===== src/rtl/window_sum_threshold_scorer_core_macros.svh =====
// Assertion macros for the windowed-sum scorer.
// Used by the top level. Expects signals named clk and rst in scope.
`ifndef WINDOW_SUM_THRESHOLD_SCORER_CORE_MACROS_SVH
`define WINDOW_SUM_THRESHOLD_SCORER_CORE_MACROS_SVH

// Same-cycle implication, off during reset.
`define WSTS_ASSERT_NOW(label, ante, cons) \
  label: assert property (@(posedge clk) disable iff (rst) (ante) |-> (cons)) \
    else $error("scorer check failed");

// Next-cycle implication, off during reset.
`define WSTS_ASSERT_NEXT(label, ante, cons) \
  label: assert property (@(posedge clk) disable iff (rst) (ante) |=> (cons)) \
    else $error("scorer check failed");

`endif


===== src/rtl/wsts_pkg.sv =====
// Shared types and constants for the windowed-sum scorer.
// No dependencies.
package wsts_pkg;

  localparam int MAX_WINDOW_DEF  = 64;
  localparam int SAMPLE_BITS_DEF = 16;

  localparam int WL_W        = 7;   // window length register
  localparam int THR_W       = 23;  // threshold registers
  localparam int SCORE_W     = 32;
  localparam int CFG_INDEX_W = 2;
  localparam int CFG_DATA_W  = 23;

  localparam logic signed [SCORE_W-1:0] SCORE_MAX = {1'b0, {(SCORE_W-1){1'b1}}};
  localparam logic signed [SCORE_W-1:0] SCORE_MIN = {1'b1, {(SCORE_W-1){1'b0}}};

  typedef enum logic [CFG_INDEX_W-1:0] {
    CFG_WINDOW_LENGTH = 2'd0,
    CFG_UPPER_THRESHOLD = 2'd1,
    CFG_LOWER_THRESHOLD = 2'd2
  } cfg_index_t;

  // Control from the top level to the update stage.
  typedef struct packed {
    logic advance;   // word moves from input register to result register
    logic last;      // that word closes the sequence
    logic restart;   // window length written: clear sequence state
  } step_ctl_t;

  // Status back from the update stage.
  typedef struct packed {
    logic seq_clear;      // sum, fill, pointer and score all zero
    logic fill_in_range;  // fill count within the delay line depth
  } step_stat_t;

endpackage


===== src/rtl/wsts_if.sv =====
// Valid/ready channel interfaces for samples in and scores out.
// Depends on wsts_pkg for widths.
interface wsts_in_if #(
  parameter int SAMPLE_BITS = wsts_pkg::SAMPLE_BITS_DEF
);
  logic                          valid;
  logic                          ready;
  logic signed [SAMPLE_BITS-1:0] sample;
  logic                          last;

  modport source (output valid, output sample, output last, input ready);
  modport sink   (input valid, input sample, input last, output ready);
endinterface

interface wsts_out_if;
  logic                                  valid;
  logic                                  ready;
  logic signed [wsts_pkg::SCORE_W-1:0]   score;
  logic                                  final_res;

  modport source (output valid, output score, output final_res, input ready);
  modport sink   (input valid, input score, input final_res, output ready);
endinterface


===== src/rtl/wsts_delay.sv =====
// Sample delay line: one write port, one prefetching read port with bypass.
// Depends on wsts_pkg only through parameters handed down.
module wsts_delay #(
  parameter int MAX_WINDOW  = wsts_pkg::MAX_WINDOW_DEF,
  parameter int SAMPLE_BITS = wsts_pkg::SAMPLE_BITS_DEF,
  localparam int AW = (MAX_WINDOW > 1) ? $clog2(MAX_WINDOW) : 1
) (
  input  logic                          clk,
  input  logic                          we,
  input  logic [AW-1:0]                 waddr,
  input  logic signed [SAMPLE_BITS-1:0] wdata,
  input  logic [AW-1:0]                 raddr,
  output logic signed [SAMPLE_BITS-1:0] rdata
);

  logic signed [SAMPLE_BITS-1:0] mem [MAX_WINDOW];

  always_ff @(posedge clk) begin
    if (we) begin
      mem[waddr] <= wdata;
    end
  end

  // Fetch the sample that leaves the window on the next word; forward a
  // same-cycle write so a window of one sees the sample just stored.
  always_ff @(posedge clk) begin
    if (we && (waddr == raddr)) begin
      rdata <= wdata;
    end else begin
      rdata <= mem[raddr];
    end
  end

endmodule


===== src/rtl/wsts_stage.sv =====
// Sequence state and its registered update: moving sum, fill count, pointer, score.
// Depends on wsts_pkg for control types and score limits.
module wsts_stage #(
  parameter int MAX_WINDOW  = wsts_pkg::MAX_WINDOW_DEF,
  parameter int SAMPLE_BITS = wsts_pkg::SAMPLE_BITS_DEF,
  localparam int AW    = (MAX_WINDOW > 1) ? $clog2(MAX_WINDOW) : 1,
  localparam int LEN_W = $clog2(MAX_WINDOW + 1)
) (
  input  logic                                 clk,
  input  logic                                 rst,
  input  wsts_pkg::step_ctl_t                  ctl,
  input  logic signed [SAMPLE_BITS-1:0]        sample,
  input  logic [LEN_W-1:0]                     len,
  input  logic [LEN_W-1:0]                     len_next,
  input  logic signed [wsts_pkg::THR_W-1:0]    upper,
  input  logic signed [wsts_pkg::THR_W-1:0]    lower,
  input  logic signed [SAMPLE_BITS-1:0]        old,
  output logic                                 mem_we,
  output logic [AW-1:0]                        mem_waddr,
  output logic [AW-1:0]                        mem_raddr,
  output logic signed [wsts_pkg::SCORE_W-1:0]  score_new,
  output wsts_pkg::step_stat_t                 stat
);

  localparam int SUM_W = SAMPLE_BITS + AW;
  localparam int CMP_W = (SUM_W > wsts_pkg::THR_W) ? SUM_W : wsts_pkg::THR_W;
  localparam int SCORE_W = wsts_pkg::SCORE_W;

  logic [AW-1:0]               wp, wp_next, wp_inc;
  logic [LEN_W-1:0]            fill, fill_next, fill_inc;
  logic signed [SUM_W-1:0]     sum, sum_next, sum_new;
  logic signed [SCORE_W-1:0]   score, score_next;
  logic signed [SAMPLE_BITS-1:0] old_eff;
  logic signed [CMP_W-1:0]     sum_cmp, upper_cmp, lower_cmp;
  logic                        window_full;
  logic [LEN_W:0]              wp_x, len_x, raddr_x;

  assign wp_inc   = (wp == AW'(MAX_WINDOW - 1)) ? '0 : wp + AW'(1);
  assign fill_inc = (fill == LEN_W'(MAX_WINDOW)) ? fill : fill + LEN_W'(1);
  assign old_eff  = (fill >= len) ? old : '0;
  assign sum_new  = sum + SUM_W'(sample) - SUM_W'(old_eff);

  assign window_full = fill_inc >= len;
  assign sum_cmp     = CMP_W'(sum_new);
  assign upper_cmp   = CMP_W'(upper);
  assign lower_cmp   = CMP_W'(lower);

  always_comb begin
    score_new = score;
    if (window_full) begin
      if (sum_cmp > upper_cmp) begin
        if (score != wsts_pkg::SCORE_MAX) score_new = score + SCORE_W'(1);
      end else if (sum_cmp < lower_cmp) begin
        if (score != wsts_pkg::SCORE_MIN) score_new = score - SCORE_W'(1);
      end
    end
  end

  always_comb begin
    wp_next    = wp;
    fill_next  = fill;
    sum_next   = sum;
    score_next = score;
    if (ctl.restart || (ctl.advance && ctl.last)) begin
      wp_next    = '0;
      fill_next  = '0;
      sum_next   = '0;
      score_next = '0;
    end else if (ctl.advance) begin
      wp_next    = wp_inc;
      fill_next  = fill_inc;
      sum_next   = sum_new;
      score_next = score_new;
    end
  end

  always_ff @(posedge clk) begin
    if (rst) begin
      wp    <= '0;
      fill  <= '0;
      sum   <= '0;
      score <= '0;
    end else begin
      wp    <= wp_next;
      fill  <= fill_next;
      sum   <= sum_next;
      score <= score_next;
    end
  end

  // Slot that leaves the window for the word after this one.
  assign wp_x    = (LEN_W + 1)'(wp_next);
  assign len_x   = (LEN_W + 1)'(len_next);
  assign raddr_x = (wp_x >= len_x) ? (wp_x - len_x)
                                   : (wp_x + (LEN_W + 1)'(MAX_WINDOW) - len_x);

  assign mem_we    = ctl.advance;
  assign mem_waddr = wp;
  assign mem_raddr = raddr_x[AW-1:0];

  assign stat.seq_clear     = (fill == '0) && (sum == '0) && (score == '0) && (wp == '0);
  assign stat.fill_in_range = fill <= LEN_W'(MAX_WINDOW);

endmodule


===== src/rtl/window_sum_threshold_scorer_core.sv =====
// Windowed-sum threshold scorer, top level: channels, configuration, pipeline.
// Depends on wsts_pkg, wsts_if, wsts_delay, wsts_stage and the macros header.
//
// Takes one signed sample per cycle and returns one score word per sample,
// passed through the input register, then the result register; a new
// sample is accepted in every cycle while the result side keeps taking words.
// The rate is set by the registered update of the moving sum and score,
// with the leaving sample prefetched from the delay-line memory before use.
// A window of w samples scores only once w samples of the current
// sequence are held; the word marked last returns the total and clears the
// sequence. Writing the window length also clears the sequence; thresholds
// apply from the next sample. Write configuration only while idle.
`include "window_sum_threshold_scorer_core_macros.svh"

module window_sum_threshold_scorer_core #(
  parameter int MAX_WINDOW  = wsts_pkg::MAX_WINDOW_DEF,
  parameter int SAMPLE_BITS = wsts_pkg::SAMPLE_BITS_DEF
) (
  input  logic                                  clk,
  input  logic                                  rst,
  wsts_in_if.sink                               samples,
  wsts_out_if.source                            results,
  input  logic                                  cfg_we,
  input  logic [wsts_pkg::CFG_INDEX_W-1:0]      cfg_index,
  input  logic [wsts_pkg::CFG_DATA_W-1:0]       cfg_data
);

  localparam int AW     = (MAX_WINDOW > 1) ? $clog2(MAX_WINDOW) : 1;
  localparam int LEN_W  = $clog2(MAX_WINDOW + 1);
  localparam int WL_W   = wsts_pkg::WL_W;
  localparam int LCMP_W = (WL_W > LEN_W) ? WL_W : LEN_W;

  // Configuration
  logic [LEN_W-1:0]                       eff_len, len_calc, len_next;
  logic signed [wsts_pkg::THR_W-1:0]      upper, lower;
  logic [LCMP_W-1:0]                      wl_x;
  logic                                   restart;

  // Pipeline
  logic                                   in_valid_q;
  logic signed [SAMPLE_BITS-1:0]          sample_q;
  logic                                   last_q;
  logic                                   out_valid_q;
  logic signed [wsts_pkg::SCORE_W-1:0]    score_q;
  logic                                   final_q;
  logic                                   advance;

  wsts_pkg::step_ctl_t                    ctl;
  wsts_pkg::step_stat_t                   stat;
  logic                                   mem_we;
  logic [AW-1:0]                          mem_waddr, mem_raddr;
  logic signed [SAMPLE_BITS-1:0]          old;
  logic signed [wsts_pkg::SCORE_W-1:0]    score_new;

  // Clamp the written length to one..MAX_WINDOW.
  assign wl_x = LCMP_W'(cfg_data[WL_W-1:0]);
  always_comb begin
    if (wl_x == '0) begin
      len_calc = LEN_W'(1);
    end else if (wl_x > LCMP_W'(MAX_WINDOW)) begin
      len_calc = LEN_W'(MAX_WINDOW);
    end else begin
      len_calc = wl_x[LEN_W-1:0];
    end
  end

  assign restart  = cfg_we && (cfg_index == wsts_pkg::CFG_WINDOW_LENGTH);
  assign len_next = restart ? len_calc : eff_len;

  always_ff @(posedge clk) begin
    if (rst) begin
      eff_len <= LEN_W'(1);
      upper   <= '0;
      lower   <= '0;
    end else if (cfg_we) begin
      case (cfg_index)
        wsts_pkg::CFG_WINDOW_LENGTH:   eff_len <= len_calc;
        wsts_pkg::CFG_UPPER_THRESHOLD: upper   <= cfg_data[wsts_pkg::THR_W-1:0];
        wsts_pkg::CFG_LOWER_THRESHOLD: lower   <= cfg_data[wsts_pkg::THR_W-1:0];
        default: ;  // drop writes beyond the register list
      endcase
    end
  end

  // Advance when the result register is empty or being emptied.
  assign advance       = in_valid_q && (!out_valid_q || results.ready);
  assign samples.ready = !in_valid_q || advance;

  always_ff @(posedge clk) begin
    if (rst) begin
      in_valid_q <= 1'b0;
    end else if (samples.valid && samples.ready) begin
      in_valid_q <= 1'b1;
    end else if (advance) begin
      in_valid_q <= 1'b0;
    end
  end

  always_ff @(posedge clk) begin
    if (samples.valid && samples.ready) begin
      sample_q <= samples.sample;
      last_q   <= samples.last;
    end
  end

  always_ff @(posedge clk) begin
    if (rst) begin
      out_valid_q <= 1'b0;
    end else if (advance) begin
      out_valid_q <= 1'b1;
    end else if (results.ready) begin
      out_valid_q <= 1'b0;
    end
  end

  always_ff @(posedge clk) begin
    if (advance) begin
      score_q <= score_new;
      final_q <= last_q;
    end
  end

  assign results.valid     = out_valid_q;
  assign results.score     = score_q;
  assign results.final_res = final_q;

  assign ctl.advance = advance;
  assign ctl.last    = last_q;
  assign ctl.restart = restart;

  wsts_delay #(
    .MAX_WINDOW  (MAX_WINDOW),
    .SAMPLE_BITS (SAMPLE_BITS)
  ) u_delay (
    .clk   (clk),
    .we    (mem_we),
    .waddr (mem_waddr),
    .wdata (sample_q),
    .raddr (mem_raddr),
    .rdata (old)
  );

  wsts_stage #(
    .MAX_WINDOW  (MAX_WINDOW),
    .SAMPLE_BITS (SAMPLE_BITS)
  ) u_stage (
    .clk       (clk),
    .rst       (rst),
    .ctl       (ctl),
    .sample    (sample_q),
    .len       (eff_len),
    .len_next  (len_next),
    .upper     (upper),
    .lower     (lower),
    .old       (old),
    .mem_we    (mem_we),
    .mem_waddr (mem_waddr),
    .mem_raddr (mem_raddr),
    .score_new (score_new),
    .stat      (stat)
  );

  `WSTS_ASSERT_NEXT(a_last_clears_seq, advance && last_q, stat.seq_clear)
  `WSTS_ASSERT_NOW(a_fill_bounded, 1'b1, stat.fill_in_range)
  `WSTS_ASSERT_NEXT(a_result_loaded, advance, results.valid && (results.final_res == $past(last_q)))
  `WSTS_ASSERT_NOW(a_no_overwrite, out_valid_q && !results.ready, !advance)

endmodule


===== src/flat_wrapper.sv =====
// flat-port wrapper written by rule: the top's interface ports become plain ports
module window_sum_threshold_scorer_core_flat 
#(
  parameter int MAX_WINDOW  = wsts_pkg::MAX_WINDOW_DEF,
  parameter int SAMPLE_BITS = wsts_pkg::SAMPLE_BITS_DEF
)
  (clk, rst, cfg_we, cfg_index, cfg_data, samples_valid, samples_sample, samples_last, samples_ready, results_valid, results_score, results_final_res, results_ready);
  wsts_in_if #(.SAMPLE_BITS(SAMPLE_BITS)) samples_i ();
  wsts_out_if results_i ();
  input  logic clk;
  input  logic rst;
  input  logic cfg_we;
  input  logic [wsts_pkg::CFG_INDEX_W-1:0] cfg_index;
  input  logic [wsts_pkg::CFG_DATA_W-1:0] cfg_data;
  input wire logic [$bits(samples_i.valid)-1:0] samples_valid;
  input wire logic [$bits(samples_i.sample)-1:0] samples_sample;
  input wire logic [$bits(samples_i.last)-1:0] samples_last;
  output wire logic [$bits(samples_i.ready)-1:0] samples_ready;
  output wire logic [$bits(results_i.valid)-1:0] results_valid;
  output wire logic [$bits(results_i.score)-1:0] results_score;
  output wire logic [$bits(results_i.final_res)-1:0] results_final_res;
  input wire logic [$bits(results_i.ready)-1:0] results_ready;
  assign samples_i.valid = samples_valid;
  assign samples_i.sample = samples_sample;
  assign samples_i.last = samples_last;
  assign samples_ready = samples_i.ready;
  assign results_valid = results_i.valid;
  assign results_score = results_i.score;
  assign results_final_res = results_i.final_res;
  assign results_i.ready = results_ready;
  window_sum_threshold_scorer_core #(.MAX_WINDOW(MAX_WINDOW), .SAMPLE_BITS(SAMPLE_BITS)) u_core (.clk(clk), .rst(rst), .samples(samples_i), .results(results_i), .cfg_we(cfg_we), .cfg_index(cfg_index), .cfg_data(cfg_data));
endmodule

===== config.mk =====
export PLATFORM = sky130hd
export DESIGN_NAME = window_sum_threshold_scorer_core_flat
export DESIGN_NICKNAME = d
export VERILOG_FILES = /design/src/rtl/wsts_pkg.sv /design/src/rtl/wsts_if.sv /design/src/rtl/wsts_delay.sv /design/src/rtl/wsts_stage.sv /design/src/rtl/window_sum_threshold_scorer_core.sv /design/src/flat_wrapper.sv
export VERILOG_INCLUDE_DIRS = /design/src /design/src/rtl
export SDC_FILE = /design/constraint.sdc
export NUM_CORES = 1
export LEC_CHECK = 0
export ABC_CLOCK_PERIOD_IN_PS = 17200
export BUFFER_PORTS_ARGS = -buffer_cell sky130_fd_sc_hd__buf_4
export CAP_MARGIN = 30
export CORE_MARGIN = 1
export CORE_UTILIZATION = 60
export DETAILED_ROUTE_END_ITERATION = 8
export PLACE_DENSITY = 0.84
export SLEW_MARGIN = 0
export SYNTH_ARGS = -nofsm -noshare
export SYNTH_HDL_FRONTEND = slang
export SYNTH_HIERARCHICAL = 1
export SYNTH_SLANG_ARGS = --single-unit

===== constraint.sdc =====
create_clock -name clk -period 17.2 [get_ports clk]
set_clock_uncertainty 0.15 [all_clocks]
set_input_delay 1.72 -clock clk [delete_from_list [all_inputs] [get_ports clk]]
set_output_delay 1.72 -clock clk [all_outputs]
set_load 0.02 [all_outputs]

* After elaboration in Yosys (flattened, before gate mapping) *
Memory sizes are Yosys's and may differ from the RTL's. A register that Yosys moved wholly into a read port is not among the register bits.
Index checks and enable logic that the tools add are counted.

word-level totals
  RAM bits = 1,024
  output and inout port bits = 35
  register bits after elaboration = 172
  memories kept = 1
  bits of input ports = 47

memories
  name                depth  bits a word  rd ports  clocked after Yosys merged registers in  wr ports  line              source
  u_core.u_delay.mem  64     16           1         1                                        1         wsts_delay.sv:16  logic signed [SAMPLE_BITS-1:0] mem [MAX_WINDOW];

cells by class
  add/subtract/negate cells = 9
  eq/ne operators = 6
  reduce and logical (&&, ||, !) cells = 17
  magnitude comparators = 6
  multiplexer cells = 20

operator list
  cell                     count
  $mux W32                 5
  $ne A32 B32 Y1 const B   2
  $add A32 B2 Y32 const B  1
  $sub A32 B2 Y32 const B  1
  $mux W7                  4
  $mux W6                  4
  $gt A22 B23 Y1           1
  $lt A22 B23 Y1           1
  $add A22 B16 Y22         1
  $sub A22 B16 Y22         1
  $mux W16                 1
  $ge A7 B7 Y1             2
  $add A6 B1 Y6 const B    2
  $sub A6 B6 Y6            2
  $add A7 B1 Y7 const B    1
  $eq A7 B7 Y1 const B     1
  $ge A6 B7 Y1             1
  $gt A7 B7 Y1 const B     1
  $logic_not A7 Y1         1
  $eq A6 B6 Y1 const B     1
  $mux W1                  6
  $reduce_and A2 Y1        3
  $logic_and A1 B1 Y1      4
  $reduce_bool A2 Y1       2
  other kinds (6)          9

* Longest topological paths before layout *
Gate-level depths: netlist of run 1.

  depth after elaboration = 9
  depth in mapped cells = 35
  depth with buffers taken out = 31

* Modules after synthesis *
The synthesis of run 1 kept the hierarchy.

by module, submodules not included
  module                            cells each  area an instance (um^2)  times used  sequential area each (um^2)
  wsts_delay                        1,819       39,842.0                 1           30,869.6
  wsts_stage                        1,102       8,256.7                  1           1,341.3
  window_sum_threshold_scorer_core  307         3,634.7                  1           2,602.5

* Least setup slack after synthesis of run 1 *
OpenSTA, ideal clock, no wires.

  path type = reg2reg
  from = register u_core.u_stage.fill[0]
  to = register u_core.score_q, in the netlist u_core/results.score[10], data pin
  setup time = 0.264 ns
  setup slack = 9.941 ns
  cell stages (with the launch flop) = 36
  data arrival time = 6.845 ns
  clock period less this slack = 7.259 ns
  required time = 16.786 ns
  cells stage by stage = dfxtp_1 -> inv_1 -> ha_1 -> nand2b_1 -> a21o_1 -> a21o_1 -> a21o_1 -> a21o_1 -> a21o_1 -> a21o_1 -> clkbuf_1 -> and2_1 -> fa_1 -> inv_1 -> ha_1 -> clkbuf_1 -> a21oi_1 -> nand2_1 -> a211oi_1 -> a211oi_1 -> o22ai_1 -> o2111ai_1 -> mux2i_1 -> nor2b_1 -> ha_1 -> nand4_2 -> or3_1 -> o21ai_1 -> a31o_1 -> buf_4 -> nand2_1 -> buf_2 -> buf_6 -> o31ai_1 -> nand2_1 -> xnor2_1

between the ends
  longest elaborated chain between the ends = 7
  elaborated cells on any way between the ends = 12
  classes of those cells = add/sub: 2; order compare: 4; eq/ne: 1; mux: 5

ends and longest elaborated chain
  item                            line                                     source
  from (decl)                     wsts_stage.sv:30                         logic [LEN_W-1:0] fill, fill_next, fill_inc;
  from (signal assigned)          wsts_stage.sv:85                         fill <= fill_next;
  $ge A7 B7 Y1 *                  wsts_stage.sv:40                         assign old_eff = (fill >= len) ? old : '0;
  $mux W16 *                      wsts_stage.sv:40
  $sub A22 B16 Y22 *              wsts_stage.sv:41                         assign sum_new = sum + SUM_W'(sample) - SUM_W'(old_eff);
  net u_core.u_stage.sum_new[21]  wsts_stage.sv:31                         logic signed [SUM_W-1:0] sum, sum_next, sum_new;
  $lt A22 B23 Y1                  wsts_stage.sv:53                         end else if (sum_cmp < lower_cmp) begin
  $mux W32                        wsts_stage.sv:53
  $mux W32 *                      wsts_stage.sv:51                         if (sum_cmp > upper_cmp) begin
  $mux W32 *                      wsts_stage.sv:50                         if (window_full) begin
  net u_core.score_new, one bit   window_sum_threshold_scorer_core.sv:53   logic signed [wsts_pkg::SCORE_W-1:0] score_new;
  to (signal assigned)            window_sum_threshold_scorer_core.sv:118  score_q <= score_new;
  to (decl)                       window_sum_threshold_scorer_core.sv:44   logic signed [wsts_pkg::SCORE_W-1:0] score_q;

Mark *: on every way through the listed nets, which the timed path passes. The rest lies on a longest branch.
A chain may end at the register's enable or synchronous reset.

==> run_summary.xml, run 1 <==
<?xml version="1.0" encoding="UTF-8"?>
<metrics>
  <group name="worst_setup_path">
    <metric name="crit_arrival" unit="ps">10680</metric>
    <metric name="endpoint_kind" unit="">register</metric>
    <metric name="critical_path_start_type" unit="">register</metric>
    <metric name="worst-r2r-setup-slack" unit="ps">6800</metric>
    <metric name="worst-r2r-cell-count" unit="">28</metric>
    <metric name="critical_path_maximum_fanout" unit="">107</metric>
    <metric name="crit_path_top_delay_cell" unit="">sky130_fd_sc_hd__buf_12</metric>
    <metric name="path_class" unit="">register to register</metric>
    <metric name="timing.critical_path.mode_cell" unit="">sky130_fd_sc_hd__ha_1</metric>
    <metric name="reg2reg_to" unit="">u_core/results.score[10]</metric>
    <metric name="timing.critical_path.slowest_cell_delay" unit="ps">690</metric>
    <metric name="critPathRequiredTime" unit="ps">17480</metric>
  </group>
  <group name="timing">
    <metric name="final.min_clock_period" unit="ps">10400</metric>
    <metric name="worst_slew_margin_rel" unit="%">28.8</metric>
    <metric name="timing_worst_slew_pin_value" unit="ps">1060</metric>
    <metric name="fmaxAchievable" unit="MHz">96.2</metric>
    <metric name="setup_viol" unit="">0</metric>
    <metric name="slew_violations" unit="">0</metric>
    <metric name="min_period_over_period" unit="%">60.4</metric>
    <metric name="hold_viol_final" unit="">0</metric>
    <metric name="fin_worst_hold_slack" unit="ps">312</metric>
    <metric name="rsz0062_at_grt" unit="">no</metric>
    <metric name="totalNegativeSetupSlack" unit="ps">0</metric>
  </group>
  <group name="outcome">
    <metric name="status" unit="">finished, final reports clean</metric>
  </group>
  <group name="placed_design">
    <metric name="hpwlAfterDp" unit="um">74400</metric>
    <metric name="place_congestion" unit="">0.930</metric>
    <metric name="numPortBuffers" unit="">81</metric>
    <metric name="post_detailed_placement_cell_area" unit="um2">53500</metric>
  </group>
  <group name="hold_path">
    <metric name="hold_start" unit="">u_core/upper[21]</metric>
    <metric name="min_path_type" unit="">register to register</metric>
    <metric name="worstHoldEndpoint" unit="">u_core/upper[21]</metric>
    <metric name="hold_path_depth" unit="">2</metric>
  </group>
  <group name="yosys">
    <metric name="postSynthNetCount" unit="">3378</metric>
    <metric name="cell_area_after_technology_mapping" unit="um2">51700</metric>
    <metric name="post_synth_inst_count" unit="">3215</metric>
    <metric name="synth_warnings" unit="">6</metric>
    <metric name="avgSynthCellArea" unit="um2">16.1</metric>
  </group>
  <group name="grt">
    <metric name="grt_start_max_net_pins" unit="">126</metric>
    <metric name="grt_pass1_wl" unit="um">190000</metric>
    <metric name="global_route.usage.total" unit="%">30.0</metric>
    <metric name="number_of_antenna_violations_at_the_first_check_in_global_routing" unit="">3</metric>
    <metric name="first_global_vias" unit="">30174</metric>
    <metric name="global_route.overflow_total" unit="">0</metric>
  </group>
  <group name="cells_and_area">
    <metric name="area_delta_synth_final" unit="%">10.3</metric>
    <metric name="final_area" unit="um2">57000</metric>
    <metric name="utilization" unit="%">66.8</metric>
    <metric name="layout_common_cells" unit="">sky130_fd_sc_hd__edfxtp_1, sky130_fd_sc_hd__nand2_1, sky130_fd_sc_hd__mux4_2</metric>
    <metric name="n_antenna_cell" unit="">0</metric>
    <metric name="nNetsFinal" unit="">3496</metric>
    <metric name="final_common_cell" unit="">sky130_fd_sc_hd__edfxtp_1</metric>
    <metric name="fraction_of_layout_instances_using_a_drive_strength_above_1" unit="%">19.0</metric>
  </group>
  <group name="clocking">
    <metric name="max-clock-path-buffers" unit="">3</metric>
    <metric name="cts_hold_buffers" unit="">0</metric>
    <metric name="cts_buffers" unit="">113</metric>
    <metric name="tritoncts_num_sinks" unit="">1202</metric>
    <metric name="cts_setup_buffers" unit="">0</metric>
    <metric name="clock_tree.htree_level_count" unit="">3</metric>
    <metric name="clock_latency" unit="ps">700</metric>
    <metric name="ctsRootBufferMaster" unit="">sky130_fd_sc_hd__clkbuf_16</metric>
    <metric name="post_cts_resize_count" unit="">0</metric>
    <metric name="cts_tree" unit="">done</metric>
    <metric name="clk_pin_slew_worst_paths" unit="ps">60</metric>
  </group>
  <group name="pwr">
    <metric name="total_power" unit="mW">9.50</metric>
    <metric name="power_density" unit="nW/um2">167</metric>
    <metric name="power_leakage" unit="nW">19.3</metric>
    <metric name="max-vdd-ir-drop" unit="uV">179</metric>
  </group>
  <group name="routing">
    <metric name="ant_nets" unit="">0</metric>
    <metric name="post_drt_via_cell_ratio" unit="">6.66</metric>
    <metric name="drtIter0Drc" unit="">3889</metric>
    <metric name="dr.pass1.iters" unit="">6</metric>
    <metric name="routedWlPerCell" unit="um">28.5</metric>
    <metric name="totalWireLength" unit="um">130000</metric>
    <metric name="detailroute.via_count" unit="">30449</metric>
    <metric name="remaining_drc_errors" unit="">0</metric>
  </group>
  <group name="floorplanning">
    <metric name="coreArea" unit="um2">85300</metric>
    <metric name="io_pins" unit="">82</metric>
    <metric name="std_cell_rows" unit="">107</metric>
    <metric name="die-area" unit="um2">87300</metric>
    <metric name="floorplan.die.width" unit="um">295</metric>
    <metric name="start_util" unit="%">60.6</metric>
    <metric name="fp.dieH" unit="um">295</metric>
  </group>
  <group name="run">
    <metric name="max_cap_viol_count" unit="">0</metric>
  </group>
</metrics>
==> power by group <==
group          total [mW]  internal, mW  switching (mW)
Clock                2.34          1.29            1.06
Sequential           3.49          3.35           0.138
Combinational        3.66          1.40            2.25
==> metrics by stage <==
step                      cells  worst slack (ps)
after global routing       4569              6120
after CTS                  4567              6900
after floorplan            3215              9940
final                      4569              6800
after global placement     4358              7200
after detailed placement   4360              7010
==> how the worst max path moves through the flow <==
stage                                 startpoint  cells after the start  slack [ps]                        to
final                                   register                     28        6800  u_core/results.score[10]
after global routing                    register                     28        6120  u_core/u_stage/score[12]
after floorplan           u_core/u_stage/fill[0]                     35        9940  u_core/results.score[10]
after detailed placement                register                     28        7010  u_core/results.score[10]
after global placement                  register                     28        7200   u_core/results.score[3]
after CTS                               register                     28        6900  u_core/results.score[10]
==> metal layers <==
| metal | GRT usage (%) | part of all wire, % | vias to the layer above |
|---|---|---|---|
| li1 | - | - | 12729 |
| met1 | 38.7 | 36 | 15106 |
| met2 | 48.6 | 48 | 2176 |
| met3 | 6.42 | 11 | 432 |
| met4 | 15.0 | 5.3 | 6 |
| met5 | 0 | 0.032 | - |
==> layout make-up <==
cell class                 count  area, um2
multi-input combinational   1680      15200
fill                        5300      28300
clock inverter                49        334
clock buffer                 158       3110
tap                         1144       1430
timing repair buffer         178       1420
sequential                  1202      34800
inverter                     158        606
==> critical path, delay by kind of cell, from the launching register on <==
family                     cells  cell delay, ps
AOI/OAI and AO/OA             11            3460
xor gates and xnor gates       2             330
adders and majority gates      4            1310
buffers and inverters          3            1410
DFF                            1             620
muxes                          2             900
and+or+nand+nor                6            1690
==> flip-flops by register name, summed over array words and instances, names as in the netlist, named ones only <==
name / cells
u_core/results.valid: 1
u_core/last_q: 1
u_core/sample_q: 16
u_core/lower: 23
u_core/in_valid_q: 1
u_core/u_stage/fill: 7
u_core/u_stage/mem_waddr: 6
u_core/u_delay/mem: 1024
u_core/results.score: 32
u_core/u_stage/sum: 22
u_core/u_stage/score: 32
u_core/eff_len: 7
u_core/results.final_res: 1
u_core/upper: 23
Power figures use the tool's default switching activity.
==> inputs of run 2 (changes only) <==
--- a/config.mk
+++ b/config.mk
@@ -6,13 +6,13 @@
 export SDC_FILE = /design/constraint.sdc
 export NUM_CORES = 1
 export LEC_CHECK = 0
-export ABC_CLOCK_PERIOD_IN_PS = 17200
+export ABC_CLOCK_PERIOD_IN_PS = 8400
 export BUFFER_PORTS_ARGS = -buffer_cell sky130_fd_sc_hd__buf_4
 export CAP_MARGIN = 30
 export CORE_MARGIN = 1
-export CORE_UTILIZATION = 60
+export CORE_UTILIZATION = 57
 export DETAILED_ROUTE_END_ITERATION = 8
-export PLACE_DENSITY = 0.84
+export PLACE_DENSITY = 0.83
 export SLEW_MARGIN = 0
 export SYNTH_ARGS = -nofsm -noshare
 export SYNTH_HDL_FRONTEND = slang
==> constraint.sdc (replaced) <==
create_clock -name clk -period 8.4 [get_ports clk]
set_clock_uncertainty 0.15 [all_clocks]
set_input_delay 0.84 -clock clk [delete_from_list [all_inputs] [get_ports clk]]
set_output_delay 0.84 -clock clk [all_outputs]
set_load 0.02 [all_outputs]
==> run_summary.xml, run 2 (same netlist as run 1, synthesis figures left out) <==
<?xml version="1.0" encoding="UTF-8"?>
<metrics>
  <group name="outcome">
    <metric name="status" unit="">finished, final reports clean</metric>
  </group>
  <group name="cells_and_area">
    <metric name="area_delta_synth_final" unit="%">12.5</metric>
    <metric name="n_antenna_cell" unit="">0</metric>
    <metric name="reg_top3" unit="">u_core/u_delay/mem (1024), u_core/results.score (32), u_core/u_stage/score (32)</metric>
    <metric name="largest_register_ffs" unit="">1024</metric>
    <metric name="final_common_cell" unit="">sky130_fd_sc_hd__edfxtp_1</metric>
    <metric name="final_area" unit="um2">58100</metric>
    <metric name="fill_cells" unit="">5751</metric>
    <metric name="nNetsFinal" unit="">3565</metric>
    <metric name="registers.top_by_ff_count" unit="">u_core/u_delay/mem</metric>
    <metric name="layout_common_cells" unit="">sky130_fd_sc_hd__edfxtp_1, sky130_fd_sc_hd__nand2_1, sky130_fd_sc_hd__buf_4</metric>
    <metric name="fraction_of_layout_instances_using_a_drive_strength_above_1" unit="%">21.5</metric>
  </group>
  <group name="pwr">
    <metric name="power_density" unit="nW/um2">352</metric>
    <metric name="max-vdd-ir-drop" unit="uV">396</metric>
    <metric name="power_leakage" unit="nW">19.9</metric>
    <metric name="total_power" unit="mW">20.4</metric>
  </group>
  <group name="worst_setup_path">
    <metric name="timing.critical_path.mode_cell" unit="">sky130_fd_sc_hd__buf_4</metric>
    <metric name="crit_arrival" unit="ps">8820</metric>
    <metric name="critical_path_maximum_fanout" unit="">22</metric>
    <metric name="worst-r2r-cell-count" unit="">30</metric>
    <metric name="crit_path_top_delay_cell" unit="">sky130_fd_sc_hd__dfxtp_4</metric>
    <metric name="critPathRequiredTime" unit="ps">8850</metric>
    <metric name="endpoint_kind" unit="">register</metric>
    <metric name="critical_path_start_type" unit="">register</metric>
    <metric name="path_class" unit="">register to register</metric>
    <metric name="worst-r2r-setup-slack" unit="ps">20</metric>
    <metric name="timing.critical_path.slowest_cell_delay" unit="ps">520</metric>
    <metric name="reg2reg_to" unit="">u_core/u_stage/score[5]</metric>
  </group>
  <group name="routing">
    <metric name="remaining_drc_errors" unit="">0</metric>
    <metric name="dr.pass1.iters" unit="">6</metric>
    <metric name="detailroute.via_count" unit="">30799</metric>
    <metric name="post_drt_via_cell_ratio" unit="">6.59</metric>
    <metric name="ant_nets" unit="">0</metric>
    <metric name="drtIter0Drc" unit="">4234</metric>
    <metric name="totalWireLength" unit="um">135000</metric>
    <metric name="routedWlPerCell" unit="um">28.9</metric>
  </group>
  <group name="clocking">
    <metric name="max-clock-path-buffers" unit="">3</metric>
    <metric name="clock_tree.htree_level_count" unit="">3</metric>
    <metric name="clk_pin_slew_worst_paths" unit="ps">70</metric>
    <metric name="clock_latency" unit="ps">750</metric>
    <metric name="tritoncts_num_sinks" unit="">1202</metric>
    <metric name="ctsRootBufferMaster" unit="">sky130_fd_sc_hd__clkbuf_16</metric>
    <metric name="cts_buffers" unit="">113</metric>
    <metric name="cts_tree" unit="">done</metric>
  </group>
  <group name="grt">
    <metric name="globalRouteMet2Util" unit="%">47.1</metric>
    <metric name="number_of_antenna_violations_at_the_first_check_in_global_routing" unit="">4</metric>
    <metric name="global_route.overflow_total" unit="">0</metric>
    <metric name="globalRouteMet1Util" unit="%">36.7</metric>
    <metric name="grtUsageMet3" unit="%">6.42</metric>
    <metric name="global_route.usage.total" unit="%">28.9</metric>
    <metric name="first_global_vias" unit="">30387</metric>
    <metric name="grt_start_max_net_pins" unit="">66</metric>
    <metric name="globalRoute.busiestLayer" unit="">met2</metric>
    <metric name="grt_pass1_wl" unit="um">193000</metric>
  </group>
  <group name="floorplanning">
    <metric name="coreArea" unit="um2">89900</metric>
    <metric name="floorplan.die.width" unit="um">303</metric>
    <metric name="io_pins" unit="">82</metric>
    <metric name="die-area" unit="um2">91800</metric>
    <metric name="fp.dieH" unit="um">303</metric>
    <metric name="start_util" unit="%">57.5</metric>
    <metric name="std_cell_rows" unit="">110</metric>
  </group>
  <group name="timing">
    <metric name="worst_slew_margin_rel" unit="%">24.8</metric>
    <metric name="timing_worst_slew_pin_value" unit="ps">1130</metric>
    <metric name="min_period_over_period" unit="%">99.7</metric>
    <metric name="totalNegativeSetupSlack" unit="ps">0</metric>
    <metric name="final.min_clock_period" unit="ps">8380</metric>
    <metric name="setup_viol" unit="">0</metric>
    <metric name="hold_viol_final" unit="">0</metric>
    <metric name="fin_worst_hold_slack" unit="ps">133</metric>
    <metric name="fmaxAchievable" unit="MHz">119</metric>
    <metric name="slew_violations" unit="">0</metric>
  </group>
  <group name="hold_path">
    <metric name="min_path_type" unit="">input port to register</metric>
    <metric name="hold_start" unit="">samples_sample[13]</metric>
    <metric name="hold_path_depth" unit="">1</metric>
    <metric name="worstHoldEndpoint" unit="">u_core/sample_q[13]</metric>
  </group>
  <group name="placed_design">
    <metric name="hpwlAfterDp" unit="um">78900</metric>
    <metric name="numPortBuffers" unit="">81</metric>
    <metric name="post_detailed_placement_cell_area" unit="um2">54100</metric>
    <metric name="place_congestion" unit="">0.973</metric>
  </group>
  <group name="run">
    <metric name="max_cap_viol_count" unit="">0</metric>
  </group>
</metrics>
## run 2: metrics by stage
step	instances	worst slack, ps	util [%]
after floorplan	3215	1140	-
after global placement	4451	371	60.2
after detailed placement	4452	226	60.2
after CTS	4664	78.3	64.4
after global routing	4675	-200	64.7
final	4675	24.9	64.7
## run 2: worst max-delay path, delay by kind of cell, from the launching register on
family,cells,cell delay [ps]
AND/OR/NAND/NOR,8,2130
AO/OA/AOI/OAI,9,1770
multiplexers,4,1400
buffers and inverters,6,1130
adder cells (fa/ha/maj),3,1100
flip-flops,1,520
## run 2: worst max-delay path by stage
stage                      startpoint                       end  slack [ps]  cells after the start
5_1_grt                      register   u_core/u_stage/score[5]        -200                     30
6_report                     register   u_core/u_stage/score[5]          20                     30
3_3_place_gp                 register  u_core/results.score[28]         370                     30
2_1_floorplan  u_core/u_stage/fill[0]  u_core/results.score[10]        1140                     35
4_1_cts                      register   u_core/u_stage/score[5]          80                     30
3_5_place_dp                 register  u_core/results.score[28]         230                     30
## run 2: repair_timing
action	CTS	global route
setup endpoints to repair	0	61
hold buffers	0	0
resized for setup	0	22
setup buffers	0	9
## run 2: cell type report
cell class                      count  area, um2  area share (%)
Timing Repair Buffer              247       2060            3.54
Tap cell                         1176       1470            2.53
Clock buffer                      140       3000            5.16
Inverter                          158        606            1.04
Sequential cell                  1202      34800            59.9
Clock inverter                     72        835            1.44
Multi-Input combinational cell   1680      15300            26.3
## run 2: layer usage
metal	vias up	wire length [um]
met5	-	33
met4	4	7430
met3	426	15600
met2	2203	65800
met1	15340	46400
li1	12826	-
## run 2: where the power goes
part	internal, mW	total [mW]	switching (mW)
clock network	2.96	5.31	2.35
registers	6.87	7.15	0.286
logic	3.17	7.98	4.80
total	13.0	20.4	7.44
